===== src/rtl/rbp_pkg.sv =====
// shared types and constants of the rom board pio/dma register block
package rbp_pkg;

	localparam int ROM_WORD_ADDR_BITS_DEF = 16;
	localparam int ROM_SIZE_W = 18;
	localparam int DATA_W = 16;
	localparam int CFG_INDEX_W = 1;

	localparam logic [ROM_SIZE_W-1:0] ROM_SIZE_RESET = 18'd131072;

	typedef enum logic [1:0] {
		FUNC_READ  = 2'd0,
		FUNC_WRITE = 2'd1,
		FUNC_LOAD  = 2'd2,
		FUNC_NONE  = 2'd3
	} func_t;

	localparam logic [3:0] REG_PIO_HI = 4'd0;
	localparam logic [3:0] REG_PIO_LO = 4'd1;
	localparam logic [3:0] REG_DATA   = 4'd2;
	localparam logic [3:0] REG_DMA_HI = 4'd3;
	localparam logic [3:0] REG_DMA_LO = 4'd4;
	localparam logic [3:0] REG_COUNT  = 4'd5;
	localparam logic [3:0] REG_ID_WR  = 4'd6;
	localparam logic [3:0] REG_ID_RD  = 4'd7;
	localparam logic [3:0] REG_MBOARD = 4'd14;

	localparam logic [CFG_INDEX_W-1:0] CFG_ROM_SIZE = 1'd0;
	localparam logic [CFG_INDEX_W-1:0] CFG_REMAP    = 1'd1;

	localparam logic [31:0] REMAP_KEEP_MASK  = 32'h103f_ffff;
	localparam logic [31:0] REMAP_SHIFT_MASK = 32'h07c0_0000;
	localparam logic [DATA_W-1:0] ALL_ONES   = 16'hffff;
	localparam logic [DATA_W-1:0] ONE_VALUE  = 16'h0001;

	typedef struct packed {
		logic              is_rom;
		logic              odd_off;
		logic              w_odd;
		logic [DATA_W-1:0] value;
	} rd_info_t;

endpackage


===== src/rtl/rbp_regs.sv =====
// register state, decode and rom address generation of the accepted beat
module rbp_regs #(
	parameter int ROM_WORD_ADDR_BITS = rbp_pkg::ROM_WORD_ADDR_BITS_DEF
) (
	input  logic                                 clk,
	input  logic                                 arst_n,
	input  logic                                 acc,
	input  rbp_pkg::func_t                       func,
	input  logic [3:0]                           reg_index,
	input  logic [rbp_pkg::DATA_W-1:0]           wdata,
	input  logic [15:0]                          load_word_addr,
	input  logic                                 cfg_we,
	input  logic [rbp_pkg::CFG_INDEX_W-1:0]      cfg_index,
	input  logic [rbp_pkg::ROM_SIZE_W-1:0]       cfg_wdata,
	output rbp_pkg::rd_info_t                    info,
	output logic [ROM_WORD_ADDR_BITS-2:0]        even_raddr,
	output logic [ROM_WORD_ADDR_BITS-2:0]        odd_raddr,
	output logic                                 we_even,
	output logic                                 we_odd,
	output logic [ROM_WORD_ADDR_BITS-2:0]        waddr
);

	localparam int AW = ROM_WORD_ADDR_BITS;

	logic [31:0]                      pio_off_q;
	logic                             autoinc_q;
	logic [30:0]                      dma_off_q;
	logic [15:0]                      dma_cnt_q;
	logic [rbp_pkg::ROM_SIZE_W-1:0]   rom_size_q;
	logic                             remap_q;

	logic [31:0] off_rm;
	logic [28:0] off29;
	logic [29:0] end_byte;
	logic        crypto;
	logic        oor;
	logic [AW-1:0] word;
	logic [AW-1:0] laddr;
	logic        data_access;

	always_comb begin
		off_rm = pio_off_q;
		if (remap_q && !pio_off_q[29]) begin
			off_rm = (pio_off_q & rbp_pkg::REMAP_KEEP_MASK)
				| ((pio_off_q & rbp_pkg::REMAP_SHIFT_MASK) << 1);
		end
		off29 = off_rm[28:0];
		end_byte = {1'b0, off29} + 30'd2;
		crypto = remap_q && pio_off_q[30];
		oor = end_byte > {12'd0, rom_size_q};
		word = off29[AW:1];
	end

	// word w+1 lives in the even bank one row up when w is odd
	assign odd_raddr  = word[AW-1:1];
	assign even_raddr = word[AW-1:1] + (AW-1)'(word[0]);

	assign laddr   = AW'(load_word_addr);
	assign waddr   = laddr[AW-1:1];
	assign we_even = acc && (func == rbp_pkg::FUNC_LOAD) && !laddr[0];
	assign we_odd  = acc && (func == rbp_pkg::FUNC_LOAD) && laddr[0];

	assign data_access = acc && (reg_index == rbp_pkg::REG_DATA)
		&& ((func == rbp_pkg::FUNC_READ) || (func == rbp_pkg::FUNC_WRITE));

	always_comb begin
		info = '0;
		info.odd_off = off29[0];
		info.w_odd = word[0];
		if (func == rbp_pkg::FUNC_READ) begin
			unique case (reg_index)
				rbp_pkg::REG_PIO_HI: info.value = {autoinc_q | pio_off_q[31], pio_off_q[30:16]};
				rbp_pkg::REG_PIO_LO: info.value = pio_off_q[15:0];
				rbp_pkg::REG_DATA: begin
					if (crypto) begin
						info.value = '0;
					end else if (oor) begin
						info.value = rbp_pkg::ALL_ONES;
					end else begin
						info.is_rom = 1'b1;
					end
				end
				rbp_pkg::REG_DMA_HI: info.value = {1'b0, dma_off_q[30:16]};
				rbp_pkg::REG_DMA_LO: info.value = dma_off_q[15:0];
				rbp_pkg::REG_COUNT:  info.value = dma_cnt_q;
				rbp_pkg::REG_ID_WR:  info.value = rbp_pkg::ONE_VALUE;
				rbp_pkg::REG_ID_RD:  info.value = '0;
				rbp_pkg::REG_MBOARD: info.value = rbp_pkg::ONE_VALUE;
				default:             info.value = rbp_pkg::ALL_ONES;
			endcase
		end
	end

	always_ff @(posedge clk or negedge arst_n) begin
		if (!arst_n) begin
			pio_off_q <= '0;
			autoinc_q <= 1'b0;
			dma_off_q <= '0;
			dma_cnt_q <= '0;
			rom_size_q <= rbp_pkg::ROM_SIZE_RESET;
			remap_q <= 1'b0;
		end else begin
			if (cfg_we) begin
				unique case (cfg_index)
					rbp_pkg::CFG_ROM_SIZE: rom_size_q <= cfg_wdata;
					rbp_pkg::CFG_REMAP:    remap_q <= cfg_wdata[0];
					default: ;
				endcase
			end
			if (data_access && autoinc_q) begin
				pio_off_q <= pio_off_q + 32'd2;
			end
			if (acc && (func == rbp_pkg::FUNC_WRITE)) begin
				unique case (reg_index)
					rbp_pkg::REG_PIO_HI: begin
						autoinc_q <= wdata[15];
						pio_off_q <= {1'b0, wdata[14:0], pio_off_q[15:0]};
					end
					rbp_pkg::REG_PIO_LO: pio_off_q <= {pio_off_q[31:16], wdata};
					rbp_pkg::REG_DMA_HI: dma_off_q <= {wdata[14:0], dma_off_q[15:0]};
					rbp_pkg::REG_DMA_LO: dma_off_q <= {dma_off_q[30:16], wdata};
					rbp_pkg::REG_COUNT:  dma_cnt_q <= wdata;
					default: ;
				endcase
			end
		end
	end

endmodule


===== config.mk =====
export PLATFORM = sky130hd
export DESIGN_NAME = rbp_regs
export DESIGN_NICKNAME = d
export VERILOG_FILES = /design/src/rtl/rbp_pkg.sv /design/src/rtl/rbp_regs.sv
export SDC_FILE = /design/constraint.sdc
export NUM_CORES = 1
export LEC_CHECK = 0
export BUFFER_PORTS_ARGS = -buffer_cell sky130_fd_sc_hd__buf_2
export CORE_MARGIN = 3
export CORE_UTILIZATION = 30
export DETAILED_ROUTE_END_ITERATION = 7
export MAX_ROUTING_LAYER = met4
export PLACE_DENSITY_LB_ADDON = 0.1
export SYNTH_ARGS = -nofsm -noshare
export SYNTH_HDL_FRONTEND = slang
export SYNTH_SLANG_ARGS = --single-unit

===== constraint.sdc =====
create_clock -name clk -period 6 [get_ports clk]
set_input_delay 0.3 -clock clk [delete_from_list [all_inputs] [get_ports clk]]
set_output_delay 0.3 -clock clk [all_outputs]
set_load 0.1 [all_outputs]

=== After elaboration in Yosys (flattened, before gate mapping) ===
Cells that the tools add are included.
W data, S select, Z words.

* Flip-flop bits (word level): 99
* Input port bits: 61
* Output and inout bits: 66
* Word-level logic and storage cells: 63

* Add/sub/neg operators: 3
* Order comparisons: 1
* Equality and inequality tests: 12
* Muxes and demuxes: 13
* Bitwise logic cells: 5
* Reduce and logical (&&, ||, !) cells: 21

{| class="wikitable"
|+ Operator list
! operator !! count
|-
| $pmux W16 S8 || 1
|-
| $mux W32 || 2
|-
| $pmux W32 S2 || 1
|-
| $pmux W31 S2 || 1
|-
| $mux W16 || 3
|-
| $add A32 B2 Y32 const B || 1
|-
| $add A29 B2 Y30 const B || 1
|-
| $gt A30 B18 Y1 || 1
|-
| $mux W29 || 1
|-
| $or A29 B28 Y29 || 1
|-
| $eq A4 B3 Y1 const B || 4
|-
| $add A15 B1 Y15 || 1
|-
| $logic_and A1 B1 Y1 || 9
|-
| $eq A4 B2 Y1 const B || 2
|-
| $reduce_and A2 Y1 || 4
|-
| $reduce_and A3 Y1 || 2
|-
| $eq A4 B1 Y1 const B || 1
|-
| $eq A4 B4 Y1 const B || 1
|-
| $logic_not A4 Y1 || 1
|-
| $mux W1 || 4
|-
| $ne A2 B2 Y1 const B || 2
|-
| $not A1 Y1 || 3
|-
| $eq A2 B1 Y1 const B || 1
|-
| $eq A2 B2 Y1 const B || 1
|-
| 5 further kinds || 6
|}

=== Longest topological paths before layout ===
* Word-level depth: 9
* Depth in mapped cells: 14
* Depth with buffers taken out: 12

=== Worst setup path before layout ===
OpenSTA, ideal clock, no wires.

* Path kind: flip-flop to output port
* From: reg pio_off_q[1]
* To: out info[14] (netlist name)
* Arrival time: 5865 ps
* Required time: 5700 ps
* Slack: -165 ps
* Cell stages (with the launch flop): 14
* Buffers on the path: 2
* Cell sequence: dfrtp_1 ha_1 nand3_2 or4_1 buf_2 xnor2_1 ha_1 nand4_1 nor4_1 a31oi_1 a2111oi_1 and4_1 buf_6 a31oi_1

{| class="wikitable"
|+ RTL lines
! what !! line !! source
|-
| from (decl) || rbp_regs.sv:25 || <nowiki>logic [31:0] pio_off_q;</nowiki>
|-
| from (signal assigned) || rbp_regs.sv:111 || <nowiki>pio_off_q <= pio_off_q + 32'd2;</nowiki>
|-
| from (signal assigned) || rbp_regs.sv:117 || <nowiki>pio_off_q <= {1'b0, wdata[14:0], pio_off_q[15:0]};</nowiki>
|-
| from (signal assigned) || rbp_regs.sv:119 || <nowiki>rbp_pkg::REG_PIO_LO: pio_off_q <= {pio_off_q[31:16], wdata};</nowiki>
|-
| to (decl) || rbp_regs.sv:15 || <nowiki>output rbp_pkg::rd_info_t info,</nowiki>
|}

==> impl_metrics.env <==
export IMPL_antennaDiodeCount=0
export IMPL_syn_to_final_growth_pct=11.0
export IMPL_dieWidth_um=156
export IMPL_io_buffers=96
export IMPL_dieArea_um2=24400
export IMPL_cts_made_buffers=9
export IMPL_finalNetCount=900
export IMPL_vias_per_cell=5.43
export IMPL_hpwl_um=17300
export IMPL_reg2reg_to="pio_off_q[30]"
export IMPL_yosys_top_cells_area="dfrtp_1 (36%), nand2_1 (6.3%), mux2_2 (6.0%)"
export IMPL_rrSetupSlack_ps=3000
export IMPL_r2r_start="pio_off_q[8]"
export IMPL_tightest_slew_ps=1140
export IMPL_avgSynthCellArea_um2=8.49
export IMPL_drtAntennaViolNets=0
export IMPL_gp_congestion=0.856
export IMPL_antenna_found_initial=0
export IMPL_drive_gt1_frac=0.212
export IMPL_setup_tns_ps=0
export IMPL_hp_class="in -> reg"
export IMPL_maxCapViolCount=0
export IMPL_clock_skew_ps=6.22
export IMPL_vias=6000
export IMPL_syn_cell_area_um2=6780
export IMPL_dpl_cell_area_um2=7200
export IMPL_register_area_um2=2480
export IMPL_cp_end_kind="output port"
export IMPL_start_util=0.308
export IMPL_synth_top_area_share=0.362
export IMPL_drtIter0Drc=476
export IMPL_grt_pass1_vias=6010
export IMPL_rows=54
export IMPL_pre_cts_ws_ps=1090
export IMPL_synth_largest_area_cell="dfrtp_1"
export IMPL_period_share=0.886
export IMPL_critPathRequiredTime_ps=5700
export IMPL_start_kind="flip-flop"
export IMPL_worst_r2r_cell_count=6
export IMPL_fillers=2329
export IMPL_grt_usage=0.199
export IMPL_period_needed_ps=5320
export IMPL_vdd_drop_max_mv=0.206
export IMPL_multiInputGateArea_um2=3640
export IMPL_grt_setup_unrepaired="no"
export IMPL_p_per_area_nw_per_um2=311
export IMPL_wl_per_cell_um=21.3
export IMPL_post_route_drc_count=0
export IMPL_status="completed"
export IMPL_path_max_fanout=11
export IMPL_finalHoldViolations=0
export IMPL_fin_ws_ps=685
export IMPL_arrival_ps=5020
export IMPL_cts_sinks=99
export IMPL_drt_pass1_iterations=5
export IMPL_synth_seq_cells=99
export IMPL_critical_path_class="reg -> out"
export IMPL_fin_area_um2=7520
export IMPL_fmax_mhz=188
export IMPL_htree_levels=3
export IMPL_synth_warning_count=0
export IMPL_io_pins=127
export IMPL_synth_distinct_cells=71
export IMPL_cts_tree="yes"
export IMPL_async_reset_ff_frac=1.00
export IMPL_crit_chain="ha_1 > nand3_2 > nor4_1 > nor2b_1 > xor2_2 > ha_1 > nand4_1 > nor4_1 > a31oi_1 > a2111oi_1 > and4_1 > and3_1 > buf_2"
export IMPL_holdPathStages=3
export IMPL_p_leak_nw=3.38
export IMPL_setup_violations=0
export IMPL_clockBufferDepth=2
export IMPL_coreArea_um2=22000
export IMPL_clock_latency_ps=370
export IMPL_die_h_um=156
export IMPL_synth_ff_type="dfrtp_1"
export IMPL_critPathMaxStageDelay_ps=610
export IMPL_critPathSlowestCell="nor4_1"
export IMPL_synth_edf_count=0
export IMPL_maxSlewViolCount=0
export IMPL_hold_end="rom_size_q[10]"
export IMPL_grt_max_degree=57
export IMPL_worstHoldStart="cfg_wdata[10]"
export IMPL_yosysSeqAreaShare=0.366
export IMPL_relSlewSlack=0.237
export IMPL_clk_pin_slew_worst_paths_ps=70
export IMPL_cts_resized=0
export IMPL_grt_first_pass_wirelength_um=36300
export IMPL_synth_cells=798
export IMPL_cts_root_buffer="clkbuf_16"
export IMPL_wirelength_um=23500
export IMPL_syn_nets=879
export IMPL_grt_overflow=0
[registers in the layout, summed over array words and instances, names as in the netlist]
register and flops:
rom_size_q 18, pio_off_q 32, remap_q 1, dma_cnt_q 16
autoinc_q 1, dma_off_q 31
[layout make-up]
class	instances	share of cell area
timing repair buffer	103	0.0715
tap	280	0.0466
multi-input combinational	554	0.484
inverter	52	0.0259
sequential	99	0.329
clock inverter	5	0.00865
clock buffer	11	0.0336
[routing by layer]
metal | track usage | vias up | wire, um
met4 | 0.0671 | 0 | 589
met2 | 0.311 | 141 | 11000
li1 | - | 2873 | -
met5 | - | - | 0
met1 | 0.272 | 2953 | 11100
met3 | 0.0207 | 33 | 780
[worst max path at each step]
stage                       from        to  slack [ps]  depth (start not counted)
floorplan           pio_off_q[1]  info[10]         100                         13
global placement    pio_off_q[4]  info[18]        1230                         12
detailed placement  pio_off_q[1]  info[18]        1090                         13
CTS                 pio_off_q[2]  info[18]         700                         13
global route        pio_off_q[4]  info[18]         300                         12
finish              pio_off_q[2]  info[18]         680                         13
[cells in the mapped netlist (all sizes together), types with 4 or more instances]
cell	number
inv	52
nor3	13
a31oi	23
nand2	113
nand2b	5
nand4	12
clkbuf	44
or4	6
nor2	33
o22ai	7
ha	20
a22oi	8
o21ai	74
a21oi	38
a222oi	14
and3	10
or3	4
xnor2	14
xor2	8
dfrtp	98
buf	49
mux2	36
mux2i	20
nor4	11
nand3	24
nor2b	5
[cell usage in the layout, fill, tap and decap left out, drive strengths merged, types with 3 or more instances in the layout]
cell | synthesis | routed
nand2 | 113 | 113
buf | 49 | 102
dfrtp | 98 | 98
o21ai | 74 | 74
inv | 52 | 56
a21oi | 38 | 38
mux2 | 36 | 36
nor2 | 33 | 33
nand3 | 24 | 24
a31oi | 23 | 23
mux2i | 20 | 20
ha | 20 | 20
a222oi | 14 | 14
xnor2 | 14 | 14
nor3 | 13 | 13
nand4 | 12 | 12
nor4 | 11 | 11
clkbuf | 44 | 11
and3 | 10 | 10
a22oi | 8 | 8
xor2 | 8 | 8
o22ai | 7 | 7
or4 | 6 | 6
nand2b | 5 | 5
nor2b | 5 | 5
or3 | 4 | 4
and3b | 3 | 3
a211o | 3 | 3
o21a | 3 | 3
o211ai | 3 | 3
o311ai | 3 | 3
o22a | 3 | 3
a221oi | 3 | 3
and4 | 3 | 3
[worst max-delay path: cells and delay by family, from the launching register on]
| family | cells | cell delay [ps] |
|---|---|---|
| AND/OR/NAND/NOR | 7 | 2530 |
| adder cells (fa/ha/maj) | 2 | 570 |
| AO/OA/AOI/OAI | 2 | 550 |
| flip-flops | 1 | 460 |
| buffers and inverters | 1 | 420 |
| XOR/XNOR | 1 | 110 |
[metrics by stage]
step	instances	hold slack, ps	power (W)	util
2_1_floorplan	798	4.41	0.00158	-
4_1_cts	1104	132	0.00236	0.342
6_report	1104	133	0.00234	0.342
3_3_place_gp	1087	349	0.00170	0.327
5_1_grt	1104	149	0.00246	0.342
3_5_place_dp	1087	364	0.00171	0.327
[cells by family (layout without fill, tap and decap cells)]
kind of cell / count (synthesis) / after routing / synth area share
xor gates and xnor gates: 22 / 22 / 0.0284
and+or+nand+nor: 255 / 255 / 0.187
buffers and inverters: 145 / 171 / 0.104
muxes: 56 / 56 / 0.0894
AOI/OAI and AO/OA: 201 / 201 / 0.188
DFF: 99 / 99 / 0.366
adders and majority gates: 20 / 20 / 0.0369
[power breakdown]
| part | total [W] | leakage [nW] | internal [W] | switching, W |
|---|---|---|---|---|
| Sequential | 0.000880 | 1.26 | 0.000758 | 0.000122 |
| Clock | 0.000650 | 0.158 | 0.000353 | 0.000297 |
| Combinational | 0.000812 | 1.97 | 0.000210 | 0.000603 |
| Total | 0.00234 | 3.38 | 0.00132 | 0.00102 |
[what timing repair did]
item | 4_1_cts | 5_1_grt
buffers inserted | 0 | 0
hold endpoints to repair | 34 | 0
hold buffers | 1 | 0
Note: power is estimated with default switching activity, not from simulation.
