[src/rtl/rbp_pkg.sv]
// shared types and constants of the rom board pio/dma register block
package rbp_pkg;

	localparam int ROM_WORD_ADDR_BITS_DEF = 16;
	localparam int ROM_SIZE_W = 18;
	localparam int DATA_W = 16;
	localparam int CFG_INDEX_W = 1;

	localparam logic [ROM_SIZE_W-1:0] ROM_SIZE_RESET = 18'd131072;

	typedef enum logic [1:0] {
		FUNC_READ  = 2'd0,
		FUNC_WRITE = 2'd1,
		FUNC_LOAD  = 2'd2,
		FUNC_NONE  = 2'd3
	} func_t;

	localparam logic [3:0] REG_PIO_HI = 4'd0;
	localparam logic [3:0] REG_PIO_LO = 4'd1;
	localparam logic [3:0] REG_DATA   = 4'd2;
	localparam logic [3:0] REG_DMA_HI = 4'd3;
	localparam logic [3:0] REG_DMA_LO = 4'd4;
	localparam logic [3:0] REG_COUNT  = 4'd5;
	localparam logic [3:0] REG_ID_WR  = 4'd6;
	localparam logic [3:0] REG_ID_RD  = 4'd7;
	localparam logic [3:0] REG_MBOARD = 4'd14;

	localparam logic [CFG_INDEX_W-1:0] CFG_ROM_SIZE = 1'd0;
	localparam logic [CFG_INDEX_W-1:0] CFG_REMAP    = 1'd1;

	localparam logic [31:0] REMAP_KEEP_MASK  = 32'h103f_ffff;
	localparam logic [31:0] REMAP_SHIFT_MASK = 32'h07c0_0000;
	localparam logic [DATA_W-1:0] ALL_ONES   = 16'hffff;
	localparam logic [DATA_W-1:0] ONE_VALUE  = 16'h0001;

	typedef struct packed {
		logic              is_rom;
		logic              odd_off;
		logic              w_odd;
		logic [DATA_W-1:0] value;
	} rd_info_t;

endpackage

[src/rtl/rbp_resp.sv]
// rom read stage, byte assembly and output register
module rbp_resp (
	input  logic                       clk,
	input  logic                       arst_n,
	input  logic                       acc,
	input  rbp_pkg::rd_info_t          info,
	input  logic [rbp_pkg::DATA_W-1:0] even_rd,
	input  logic [rbp_pkg::DATA_W-1:0] odd_rd,
	output logic                       ready,
	output logic                       m_tvalid,
	input  logic                       m_tready,
	output logic [rbp_pkg::DATA_W-1:0] m_tdata
);

	logic                       valid_s1;
	rbp_pkg::rd_info_t          info_s1;
	logic                       m_valid_q;
	logic [rbp_pkg::DATA_W-1:0] m_data_q;
	logic                       advance;
	logic [rbp_pkg::DATA_W-1:0] word_a;
	logic [rbp_pkg::DATA_W-1:0] word_b;
	logic [rbp_pkg::DATA_W-1:0] value;

	assign advance = valid_s1 && (!m_valid_q || m_tready);
	assign ready = !valid_s1 || !m_valid_q || m_tready;

	always_comb begin
		word_a = info_s1.w_odd ? odd_rd : even_rd;
		word_b = info_s1.w_odd ? even_rd : odd_rd;
		value = info_s1.value;
		if (info_s1.is_rom) begin
			value = info_s1.odd_off ? {word_b[7:0], word_a[15:8]} : word_a;
		end
	end

	always_ff @(posedge clk or negedge arst_n) begin
		if (!arst_n) begin
			valid_s1 <= 1'b0;
			m_valid_q <= 1'b0;
		end else begin
			if (acc) begin
				valid_s1 <= 1'b1;
			end else if (advance) begin
				valid_s1 <= 1'b0;
			end
			if (advance) begin
				m_valid_q <= 1'b1;
			end else if (m_tready) begin
				m_valid_q <= 1'b0;
			end
		end
	end

	always_ff @(posedge clk) begin
		if (acc) begin
			info_s1 <= info;
		end
		if (advance) begin
			m_data_q <= value;
		end
	end

	assign m_tvalid = m_valid_q;
	assign m_tdata = m_data_q;

endmodule

[config.mk]
export PLATFORM = sky130hd
export DESIGN_NAME = rbp_resp
export DESIGN_NICKNAME = d
export VERILOG_FILES = /design/src/rtl/rbp_pkg.sv /design/src/rtl/rbp_resp.sv
export SDC_FILE = /design/constraint.sdc
export NUM_CORES = 1
export LEC_CHECK = 0
export BUFFER_PORTS_ARGS = -buffer_cell sky130_fd_sc_hd__buf_4
export CORE_MARGIN = 8
export CORE_UTILIZATION = 51
export CTS_CLUSTER_DIAMETER = 60
export DETAILED_ROUTE_END_ITERATION = 10
export PLACE_DENSITY = 0.85
export SYNTH_ARGS = -nofsm -noshare
export SYNTH_HDL_FRONTEND = slang
export SYNTH_SLANG_ARGS = --single-unit
[constraint.sdc]
create_clock -name clk -period 3.4 [get_ports clk]
set_clock_uncertainty 0.15 [all_clocks]
set_input_delay 0.34 -clock clk [delete_from_list [all_inputs] [get_ports clk]]
set_output_delay 0.34 -clock clk [all_outputs]
set_load 0.02 [all_outputs]
Word-level counts from Yosys, hierarchy flattened. Index checks and enable logic that the tools add are counted.

Reductions and logical operators: 8. Muxes and demuxes: 8.

Operator list (count): 16-bit 2-to-1 mux (3); 8-bit 2-to-1 mux (1); 1-bit 2-to-1 mux (4); 2-bit nonzero test (2); 1-bit logical OR (3); 1-bit zero test (2); 1-bit logical AND (1).

Input port bits: 55. Logic and storage cells: 23. Flip-flop bits (word level): 37. Output and inout bits: 18.

Logic depth before layout (Yosys ltp). Gate-level depths: netlist of run 1.

Depth in word-level cells: 5. Mapped depth: 4. Gate-level depth less buffers: 2.

Worst setup path after synthesis of run 1. OpenSTA, ideal clock, no wires.

Path type: flip-flop to flip-flop. Start point: reg m_valid_q, in the netlist m_tvalid. End point: reg m_data_q (netlist bit m_tdata[0]), enable pin. Path buffers: 0. Stages on the path, launching flop included: 3. Required time: 2.876 ns. Slack: 1.870 ns. Setup time: 0.374 ns. Arrival: 1.006 ns. Period minus slack after synthesis: 1.530 ns. Path through: dfrtp_1 nand2b_1 and2_1.

Cells in the longest elaborated chain, start to end: 3.

Ends and longest elaborated chain: start, declared (RTL line rbp_resp.sv:17) `logic m_valid_q;`; start signal, assigned (RTL line rbp_resp.sv:39) `m_valid_q <= 1'b0;`; start signal, assigned (RTL line rbp_resp.sv:47) `m_valid_q <= 1'b1;`; start signal, assigned (RTL line rbp_resp.sv:49) `m_valid_q <= 1'b0;`; 1-bit zero test (RTL line rbp_resp.sv:24) `assign advance = valid_s1 && (!m_valid_q || m_tready);`; 1-bit logical OR (RTL line rbp_resp.sv:24); 1-bit logical AND (RTL line rbp_resp.sv:24); net advance (RTL line rbp_resp.sv:19) `logic advance;`; end signal, assigned (RTL line rbp_resp.sv:59) `m_data_q <= value;`; end, declared (RTL line rbp_resp.sv:18) `logic [rbp_pkg::DATA_W-1:0] m_data_q;`.

The timed path passes the listed nets, and every way through them passes these cells. A chain may end at the register's enable or synchronous reset.

Final worst setup path of run 1.
Start point: reg info_s1[18] (netlist bit). End point: reg m_data_q (netlist bit m_tdata[11]), data pin.

Cells in the longest elaborated chain, start to end: 1.

Ends and longest elaborated chain: start, declared (RTL line rbp_resp.sv:16) `rbp_pkg::rd_info_t info_s1;`; start signal, assigned (RTL line rbp_resp.sv:56) `info_s1 <= info;`; 16-bit 2-to-1 mux (RTL line rbp_resp.sv:31) `if (info_s1.is_rom) begin`; net value (one bit) (RTL line rbp_resp.sv:22) `logic [rbp_pkg::DATA_W-1:0] value;`.

The timed path passes the listed nets, and every way through them passes these cells.

==> results of run 1 <==
[stage by stage]
stage	worst slack [ps]	power, mW	cell area, sq um	std cells	hold WS (ps)
after floorplan	1870	0.692	1710	108	-106
after global placement	1710	0.783	2260	220	-27.8
after detailed placement	1640	0.793	2260	220	-23.6
after CTS	1630	1.16	2370	229	0.0654
after global routing	1520	1.21	2510	243	0.388
final	1620	1.17	2510	243	13.1
[state kept, by name, indices dropped and copies added (netlist names)]
register	count
m_tdata	16
info_s1	19
valid_s1	1
m_tvalid	1
[power by group]
part | internal, mW | switching (mW) | total (mW)
combinational | 0.120 | 0.110 | 0.230
clock | 0.228 | 0.145 | 0.373
sequential | 0.551 | 0.0162 | 0.567
[cell families after synthesis]
group                  share of synthesized area
AND/OR/NAND/NOR                           0.0825
multiplexers                               0.140
AO/OA/AOI/OAI                              0.101
flip-flops                                 0.642
buffers and inverters                     0.0343
[repair_timing]
action	4_1_cts	5_1_grt
setup endpoints to repair	0	0
endpoints found under the hold margin	2	14
setup buffers	0	0
hold buffers	1	14
[synthesized netlist by cell type (all sizes together)]
cell type   n  share of area
a21o        1         0.0044
and2        1         0.0037
buf         6          0.032
clkbuf      1         0.0022
dfrtp       2          0.029
edfxtp     35           0.61
mux2i      24           0.14
nand2       2         0.0058
nand2b     19          0.069
nor2b       1         0.0037
o221ai     16          0.096
[layer usage]
layer,track usage,part of all wire
met2,0.272,0.56
met1,0.154,0.37
met4,0.0953,0.018
met3,0.0364,0.057
met5,0,0
[layout make-up]
class | count | area [sq um]
flip-flops and latches | 37 | 1100
fillers | 194 | 771
repair buffers | 88 | 698
multi-input cells | 64 | 554
clock inverters | 3 | 65.1
well taps | 46 | 57.6
clock buffers | 5 | 37.5
[path summary, 6_finish.rpt]
path,startpoint,to,cells after the start
setup / recovery,info_s1[18],m_tdata[11],2
min in group asynchronous,arst_n,m_tvalid,2
hold reg to reg,valid_s1,valid_s1,1
setup reg to reg,info_s1[18],m_tdata[11],2
max in group asynchronous,arst_n,valid_s1,2
hold / removal,info[2],info_s1[2],1
==> run metrics, run 1 <==
worst path cell trace=nand2b_1, o221ai_1; CTS tree=built; routability cong.=between 0.8 and 0.9; GR Overflow Total=0; DIE AREA=between 5000 and 6000 sq um; vias per cell=about 5; CP Launch Type=register; TritonCTS Sinks=37; most common cell after layout, fill and taps aside=buf_4; Slew @ Worst Pin=slightly above 700 ps; clock root cell=clkbuf_4; CTS resizes=0; Crit path largest cell delay=560 ps; antenna-violating nets left=0; largest net degree at the start of global routing=25; DR iter-0 viols=between 100 and 150; Clock Latency Late Sink=roughly 350 ps; Max Transition Viols Final=0; final setup fails=0; maximum VDD drop=between 200 and 300 uV; R2R setup slack=around 1600 ps; Routed WL=4280 um; Final nets=251; Max transition margin=0.517; dpl hpwl=about 3200 um; buffers added on ports=72; die width=between 70 and 80 um; Leak=1.07 nW; maxcap violations=0; Mean Syn Cell Area=roughly 16 sq um; Crit. End Element=register; Worst Setup Path Type=register to register; number of global-route vias before repair=around 1300; Wirelength per Cell=between 15 and 20 um; htree depth=2; largest delay contributor family on the critical path=flip-flops; TritonCTS Buffers=5; Tot GR Track Use=0.152; CTS Buffer Depth=2; outcome=complete, no violations; Die Ht=about 74 um; Hold Vio Cnt, Final=0; fin crit share=0.525; Core ar.=around 3300 sq um; Core Util, Final=0.765; Seq/Total Area, Yosys=0.642; RSZ-0062 raised after global routing=no; drt first pass iters=4; area delta synth->final=46.6%; site row count=21; drt drc=0; PD cells=between 400 and 500 nW/um^2; count of cell types in the netlist=14; clock-pin slew of the registers on the worst-case setup and hold paths=between 100 and 150 ps; Cells after Synth=between 100 and 150; first-pass GRT wire length=between 6000 and 7000 um; Tightest Hold Check Type=primary input to register; slowest stage cell, crit path=edfxtp_1; CP required=approximately 3300 ps; Post-Syn Area=~1700 sq um; Critical Path AT=approximately 1700 ps; initial antenna violation count=0; Seq cells post-synth=37; share of layout cells above drive strength 1=0.437; I/O pin total=73; initial core utilization=0.522; CP Max Fanout=18; diode count=0; f_max=560 MHz; most frequent cells in the layout=73 x buf_4, 35 x edfxtp_1, 24 x mux2i_1; minimum clock period=1780 ps; total number of vias=1237; syn_nets=around 160; Ys Warns=0; Worst Path Buf+Inv=0; total negative slack=0 ps
Note: power is estimated with default switching activity, not from simulation.
==> inputs of run 2 (changes only) <==
--- a/config.mk
+++ b/config.mk
@@ -7,10 +7,10 @@
 export LEC_CHECK = 0
 export BUFFER_PORTS_ARGS = -buffer_cell sky130_fd_sc_hd__buf_4
 export CORE_MARGIN = 8
-export CORE_UTILIZATION = 51
+export CORE_UTILIZATION = 42
 export CTS_CLUSTER_DIAMETER = 60
 export DETAILED_ROUTE_END_ITERATION = 10
-export PLACE_DENSITY = 0.85
+export PLACE_DENSITY = 0.75
 export SYNTH_ARGS = -nofsm -noshare
 export SYNTH_HDL_FRONTEND = slang
 export SYNTH_SLANG_ARGS = --single-unit
==> constraint.sdc (replaced) <==
create_clock -name clk -period 1.6 [get_ports clk]
set_clock_uncertainty 0.15 [all_clocks]
set_input_delay 0.16 -clock clk [delete_from_list [all_inputs] [get_ports clk]]
set_output_delay 0.16 -clock clk [all_outputs]
set_load 0.02 [all_outputs]
==> run 2 against run 1 <==
  * Clock power increased by 110%
  * Cell count rose by 4.9%
  * Die area up 17%
  * Cell area increased by 4.1%
  * Critical path depth rose by 1
  * Worst hold slack improved by 10 ps
  * Fmax grew 19%
  * Total power is 120% higher
  * Wire length decreased by 2.5%
  * Critical endpoint is now m_tdata[1]
  * Largest cell class unchanged
==> run metrics, run 2 (synthesized netlist as in run 1, its figures left out) <==
site row count=23 (+9.5%); I/O pin total=73 (unchanged); gr busiest metal=met2; Clock Latency Late Sink=280 ps (-70 ps); placed cell area=2300 sq um (+1.8%); multi-input logic area=554 sq um (unchanged); TritonCTS Buffers=5 (unchanged); fin crit share=0.935 (+0.410); die width=79.9 um (+8.0%); drt drc=0 (unchanged); DIE AREA=6380 sq um (+17%); clock root cell=clkbuf_8; f_max=669 MHz (+19%); Critical Path AT=1350 ps (-360 ps); met3 usage=0.0507 (+0.0143); CP required=1460 ps (-1860 ps); PD cells=961 nW/um^2 (+110%); Largest register FFs=19 (unchanged); Reg area=1100 sq um (unchanged); vias per cell=4.80 (-5.7%); met1 usage=0.171 (+0.0164); Tightest Hold Check Type=primary input to register; Crit. End Element=register; Tot GR Track Use=0.137 (-0.0153); DR iter-0 viols=83 (-19%); clock-pin slew of the registers on the worst-case setup and hold paths=60 ps (-50 ps); CP Launch Type=register; largest net degree at the start of global routing=25 (unchanged); outcome=complete, no violations; CTS resizes=0 (unchanged); Final nets=259 (+3.2%); maxcap violations=0 (unchanged); area delta synth->final=52.7%; drt first pass iters=4 (unchanged); antenna-violating nets left=0 (unchanged); Max Transition Viols Final=0 (unchanged); Leak=1.11 nW (+4.0%); final setup fails=0 (unchanged); dpl hpwl=3120 um (-2.3%); CTS Buffer Depth=2 (unchanged); grt met2 use=0.205 (-0.0671); Core ar.=3970 sq um (+21%); GR Overflow Total=0 (unchanged); Top reg by flops=info_s1; RSZ-0062 raised after global routing=no; first-pass GRT wire length=6750 um (+10%); share of layout cells above drive strength 1=0.429 (-0.00728); Worst Setup Path Type=register to register; CP Max Fanout=24 (+6); Max transition margin=0.756 (+0.239); CTS tree=built; Slew @ Worst Pin=364 ps (-359 ps); most common cell after layout, fill and taps aside=buf_4; htree depth=2 (unchanged); Routed WL=4180 um (-2.5%); initial core utilization=0.432 (-0.0903); Fillers=304 (+57%); number of global-route vias before repair=1345 (+3.1%); Design Area, Final=2620 sq um (+4.1%); Die Ht=79.9 um (+8.0%); TritonCTS Sinks=37 (unchanged); Wirelength per Cell=16.4 um (-7.1%); diode count=0 (unchanged); Hold Vio Cnt, Final=0 (unchanged); total number of vias=1224 (-1.1%); initial antenna violation count=0 (unchanged); minimum clock period=1500 ps (-289 ps); buffers added on ports=72 (unchanged); most frequent cells in the layout=75 x buf_4, 35 x edfxtp_1, 24 x mux2i_1; maximum VDD drop=720 uV (+150%); total negative slack=0 ps (unchanged); routability cong.=0.800 (-7.6%)
[run 2: changes by cell type in the layout (fill, tap and decap cells not counted)]
cell / before / now
buf_12: 0 / 1
clkbuf_8: 0 / 6
buf_4: 73 / 75
clkbuf_1: 0 / 1
clkbuf_4: 5 / 0
clkinv_2: 1 / 0
bufinv_16: 2 / 1
dlygate4sd3_1: 15 / 20
[run 2: power by group]
part	internal [mW]	total, mW	leakage (nW)	switching, mW
sequential	1.17	1.20	0.363	0.0311
combinational	0.275	0.515	0.688	0.239
clock	0.507	0.798	0.0585	0.291
[run 2: routing by layer]
layer / routed length, um / vias up / part of all wire
met5: 0 / - / 0
li1: - / 617 / -
met4: 70 / 0 / 0.017
met1: 1770 / 553 / 0.42
met2: 2000 / 48 / 0.48
met3: 342 / 6 / 0.082
[run 2: timing repair]
item,4_1_cts,5_1_grt
hold buffers,20,0
buffers inserted,0,0
hold endpoints to repair,21,0
[run 2: worst paths after layout]
| check | depth (start not counted) | slack [ps] | to | startpoint |
|---|---|---|---|---|
| worst min-delay path | 3 | 20 | m_tvalid | m_tready |
| max in group asynchronous | 2 | 1160 | valid_s1 | arst_n |
| worst max register to register | 3 | 100 | m_tdata[1] | info_s1[16] |
| min in group asynchronous | 2 | 50 | m_tvalid | arst_n |
| worst min register to register | 1 | 380 | m_tvalid | valid_s1 |
| worst max-delay path | 3 | 100 | m_tdata[1] | info_s1[16] |
[run 2: area by class of cell]
class,instances,area share
flip-flops and latches,37,0.421
repair buffers,96,0.299
multi-input cells,64,0.212
clock buffers,7,0.0330
well taps,50,0.0239
clock inverters,1,0.0115
[run 2: metrics by stage]
step	cells	setup WS [ps]	hold slack, ps	utilization	power, mW
finish	255	104	23.4	0.659	2.52
global route	255	43.0	32.3	0.659	2.64
CTS	255	124	19.9	0.659	2.54
detailed placement	227	150	-206	0.579	1.70
global placement	227	186	-207	0.579	1.68
floorplan	108	69.9	-286	-	1.47
[run 2: critical path: stages (launching register included)]
cell      delay, ps
edfxtp_1        370
buf_12          210
mux2i_1         330
o221ai_1        160
==> inputs of run 3 (changes only) <==
--- a/config.mk
+++ b/config.mk
@@ -10,7 +10,7 @@
 export CORE_UTILIZATION = 42
 export CTS_CLUSTER_DIAMETER = 60
 export DETAILED_ROUTE_END_ITERATION = 10
-export PLACE_DENSITY = 0.75
+export PLACE_DENSITY = 0.78
 export SYNTH_ARGS = -nofsm -noshare
 export SYNTH_HDL_FRONTEND = slang
 export SYNTH_SLANG_ARGS = --single-unit
==> run 3 against run 2 <==
  * Wire length up 3.6%
  * Sequential share of layout area up 0.30 points
  * Die area unchanged
  * Total power down 5.8%
  * Sequential power about the same
  * Cell area down 0.72%
  * Clock power down 19%
  * Count of clock-buffer cells in the layout up 1
  * Utilization down 0.47 points
  * First-iteration DRC count up 82%
  * Sequential cell count unchanged
  * Combinational power about the same
==> run metrics, run 3 (synthesized netlist as in run 1, its figures left out) <==
outcome=complete, no violations; placed cell area=2310 sq um (+0.33%); worst path cell trace=buf_12, mux2i_1, o221ai_2; Core Util, Final=0.654 (-0.00473); CP Launch Type=register; number of global-route vias before repair=1376 (+2.3%); Top reg by flops=info_s1; final setup fails=0 (unchanged); Clock Latency Late Sink=280 ps (about the same); Core ar.=3970 sq um (unchanged); CTS resizes=0 (unchanged); Leak=1.10 nW (-0.74%); die width=79.9 um (unchanged); maxcap violations=0 (unchanged); Routed WL=4330 um (+3.6%); DR iter-0 viols=151 (+82%); maximum VDD drop=490 uV (-32%); share of layout cells above drive strength 1=0.427 (-0.00208); CP required=1480 ps (+20 ps); worst r2r path cells=3 (unchanged); Crit. End Element=register; fin crit share=0.933 (-0.00172); htree depth=2 (unchanged); RSZ-0062 raised after global routing=no; f_max=670 MHz (+0.18%); initial antenna violation count=0 (unchanged); minimum clock period=1490 ps (-2.76 ps); Tot GR Track Use=0.137 (+0.000566); GR Overflow Total=0 (unchanged); DIE AREA=6380 sq um (unchanged); Final nets=260 (+0.39%); Reg-to-Reg End=m_tdata[6]; slowest stage cell, crit path=edfxtp_1; drt drc=0 (unchanged); most common cell after layout, fill and taps aside=buf_4; TritonCTS Sinks=37 (unchanged); initial core utilization=0.432 (unchanged); most frequent cells in the layout=76 x buf_4, 35 x edfxtp_1, 24 x mux2i_1; final cell count without fillers=256 (+0.39%); drt first pass iters=4 (unchanged); Tightest Hold Check Type=primary input to register; Critical path origin=info_s1[16]; Worst Setup Path Type=register to register; Crit path largest cell delay=380 ps (about the same); buffers added on ports=72 (unchanged); Wirelength per Cell=16.9 um (+3.2%); Hold Vio Cnt, Final=0 (unchanged); Design Area, Final=2600 sq um (-0.72%); Max Transition Viols Final=0 (unchanged); clock-pin slew of the registers on the worst-case setup and hold paths=70 ps (about the same); Critical Path AT=1370 ps (+20 ps); total negative slack=0 ps (unchanged); I/O pin total=73 (unchanged); CTS tree=built; CTS Buffer Depth=2 (unchanged); CP Max Fanout=24 (unchanged); PD cells=912 nW/um^2 (-5.1%); Fillers=281 (-7.6%); R2R setup slack=110 ps (about the same); largest net degree at the start of global routing=25 (unchanged); Slew @ Worst Pin=356 ps (-8.62 ps); Die Ht=79.9 um (unchanged); vias per cell=4.93 (+2.8%); dpl hpwl=3270 um (+5.1%); routability cong.=0.743 (-7.2%); final worst setup slack=107 ps (+2.76 ps); site row count=23 (unchanged); Largest register FFs=19 (unchanged); Tot Pwr=2.37 mW (-5.8%); clock root cell=clkbuf_8; Place WS=116 ps (-34.3 ps); TritonCTS Buffers=5 (unchanged); CP endpoint=m_tdata[6]; placed insts=228 (+0.44%); Max transition margin=0.762 (+0.00577); total number of vias=1263 (+3.2%); area delta synth->final=51.6%; worst flop-to-flop path startpoint=info_s1[16]; first-pass GRT wire length=6640 um (-1.5%); postcts setup bufs=0 (unchanged); diode count=0 (unchanged); antenna-violating nets left=0 (unchanged); Hold WS=19.0 ps (-4.33 ps)
==> run 3: worst min path at each step <==
stage,from,end,slack (ps),cells after the start
floorplan,arst_n,m_tvalid,-290,0
global placement,arst_n,m_tvalid,-210,1
detailed placement,arst_n,m_tvalid,-210,1
CTS,m_tready,m_tvalid,5,3
global route,m_tready,m_tvalid,40,3
finish,m_tready,m_tvalid,20,3
==> run 3: critical path: cells and delay by family (launching register included) <==
kind | cells | cell delay (ps)
AO/OA/AOI/OAI | 1 | 150
buffers and inverters | 1 | 210
flip-flops | 1 | 380
multiplexers | 1 | 340
==> run 3: cell type report <==
cell class,instances,area [sq um],area share
clock buffer,8,90.1,0.0347
multi-input combinational,64,554,0.213
sequential,37,1100,0.424
tap,50,62.6,0.0241
timing repair buffer,97,791,0.304
==> run 3: layer usage <==
layer / wire length, um / GRT usage / part of all wire / vias up
met5: 0 / 0 / 0 / -
li1: - / - / - / 621
met4: 98 / 0.0855 / 0.023 / 0
met1: 1650 / 0.150 / 0.38 / 593
met3: 289 / 0.0439 / 0.067 / 6
met2: 2290 / 0.225 / 0.53 / 43
==> run 3: timing repair <==
item                       4_1_cts  5_1_grt
hold endpoints to repair        21        0
setup endpoints to repair        0        0
hold buffers                    20        0
==> run 3: power by group <==
part	leakage, nW	internal [mW]	switching [mW]
combinational	0.692	0.278	0.241
sequential	0.363	1.17	0.0304
clock	0.0455	0.351	0.299
total	1.10	1.80	0.570
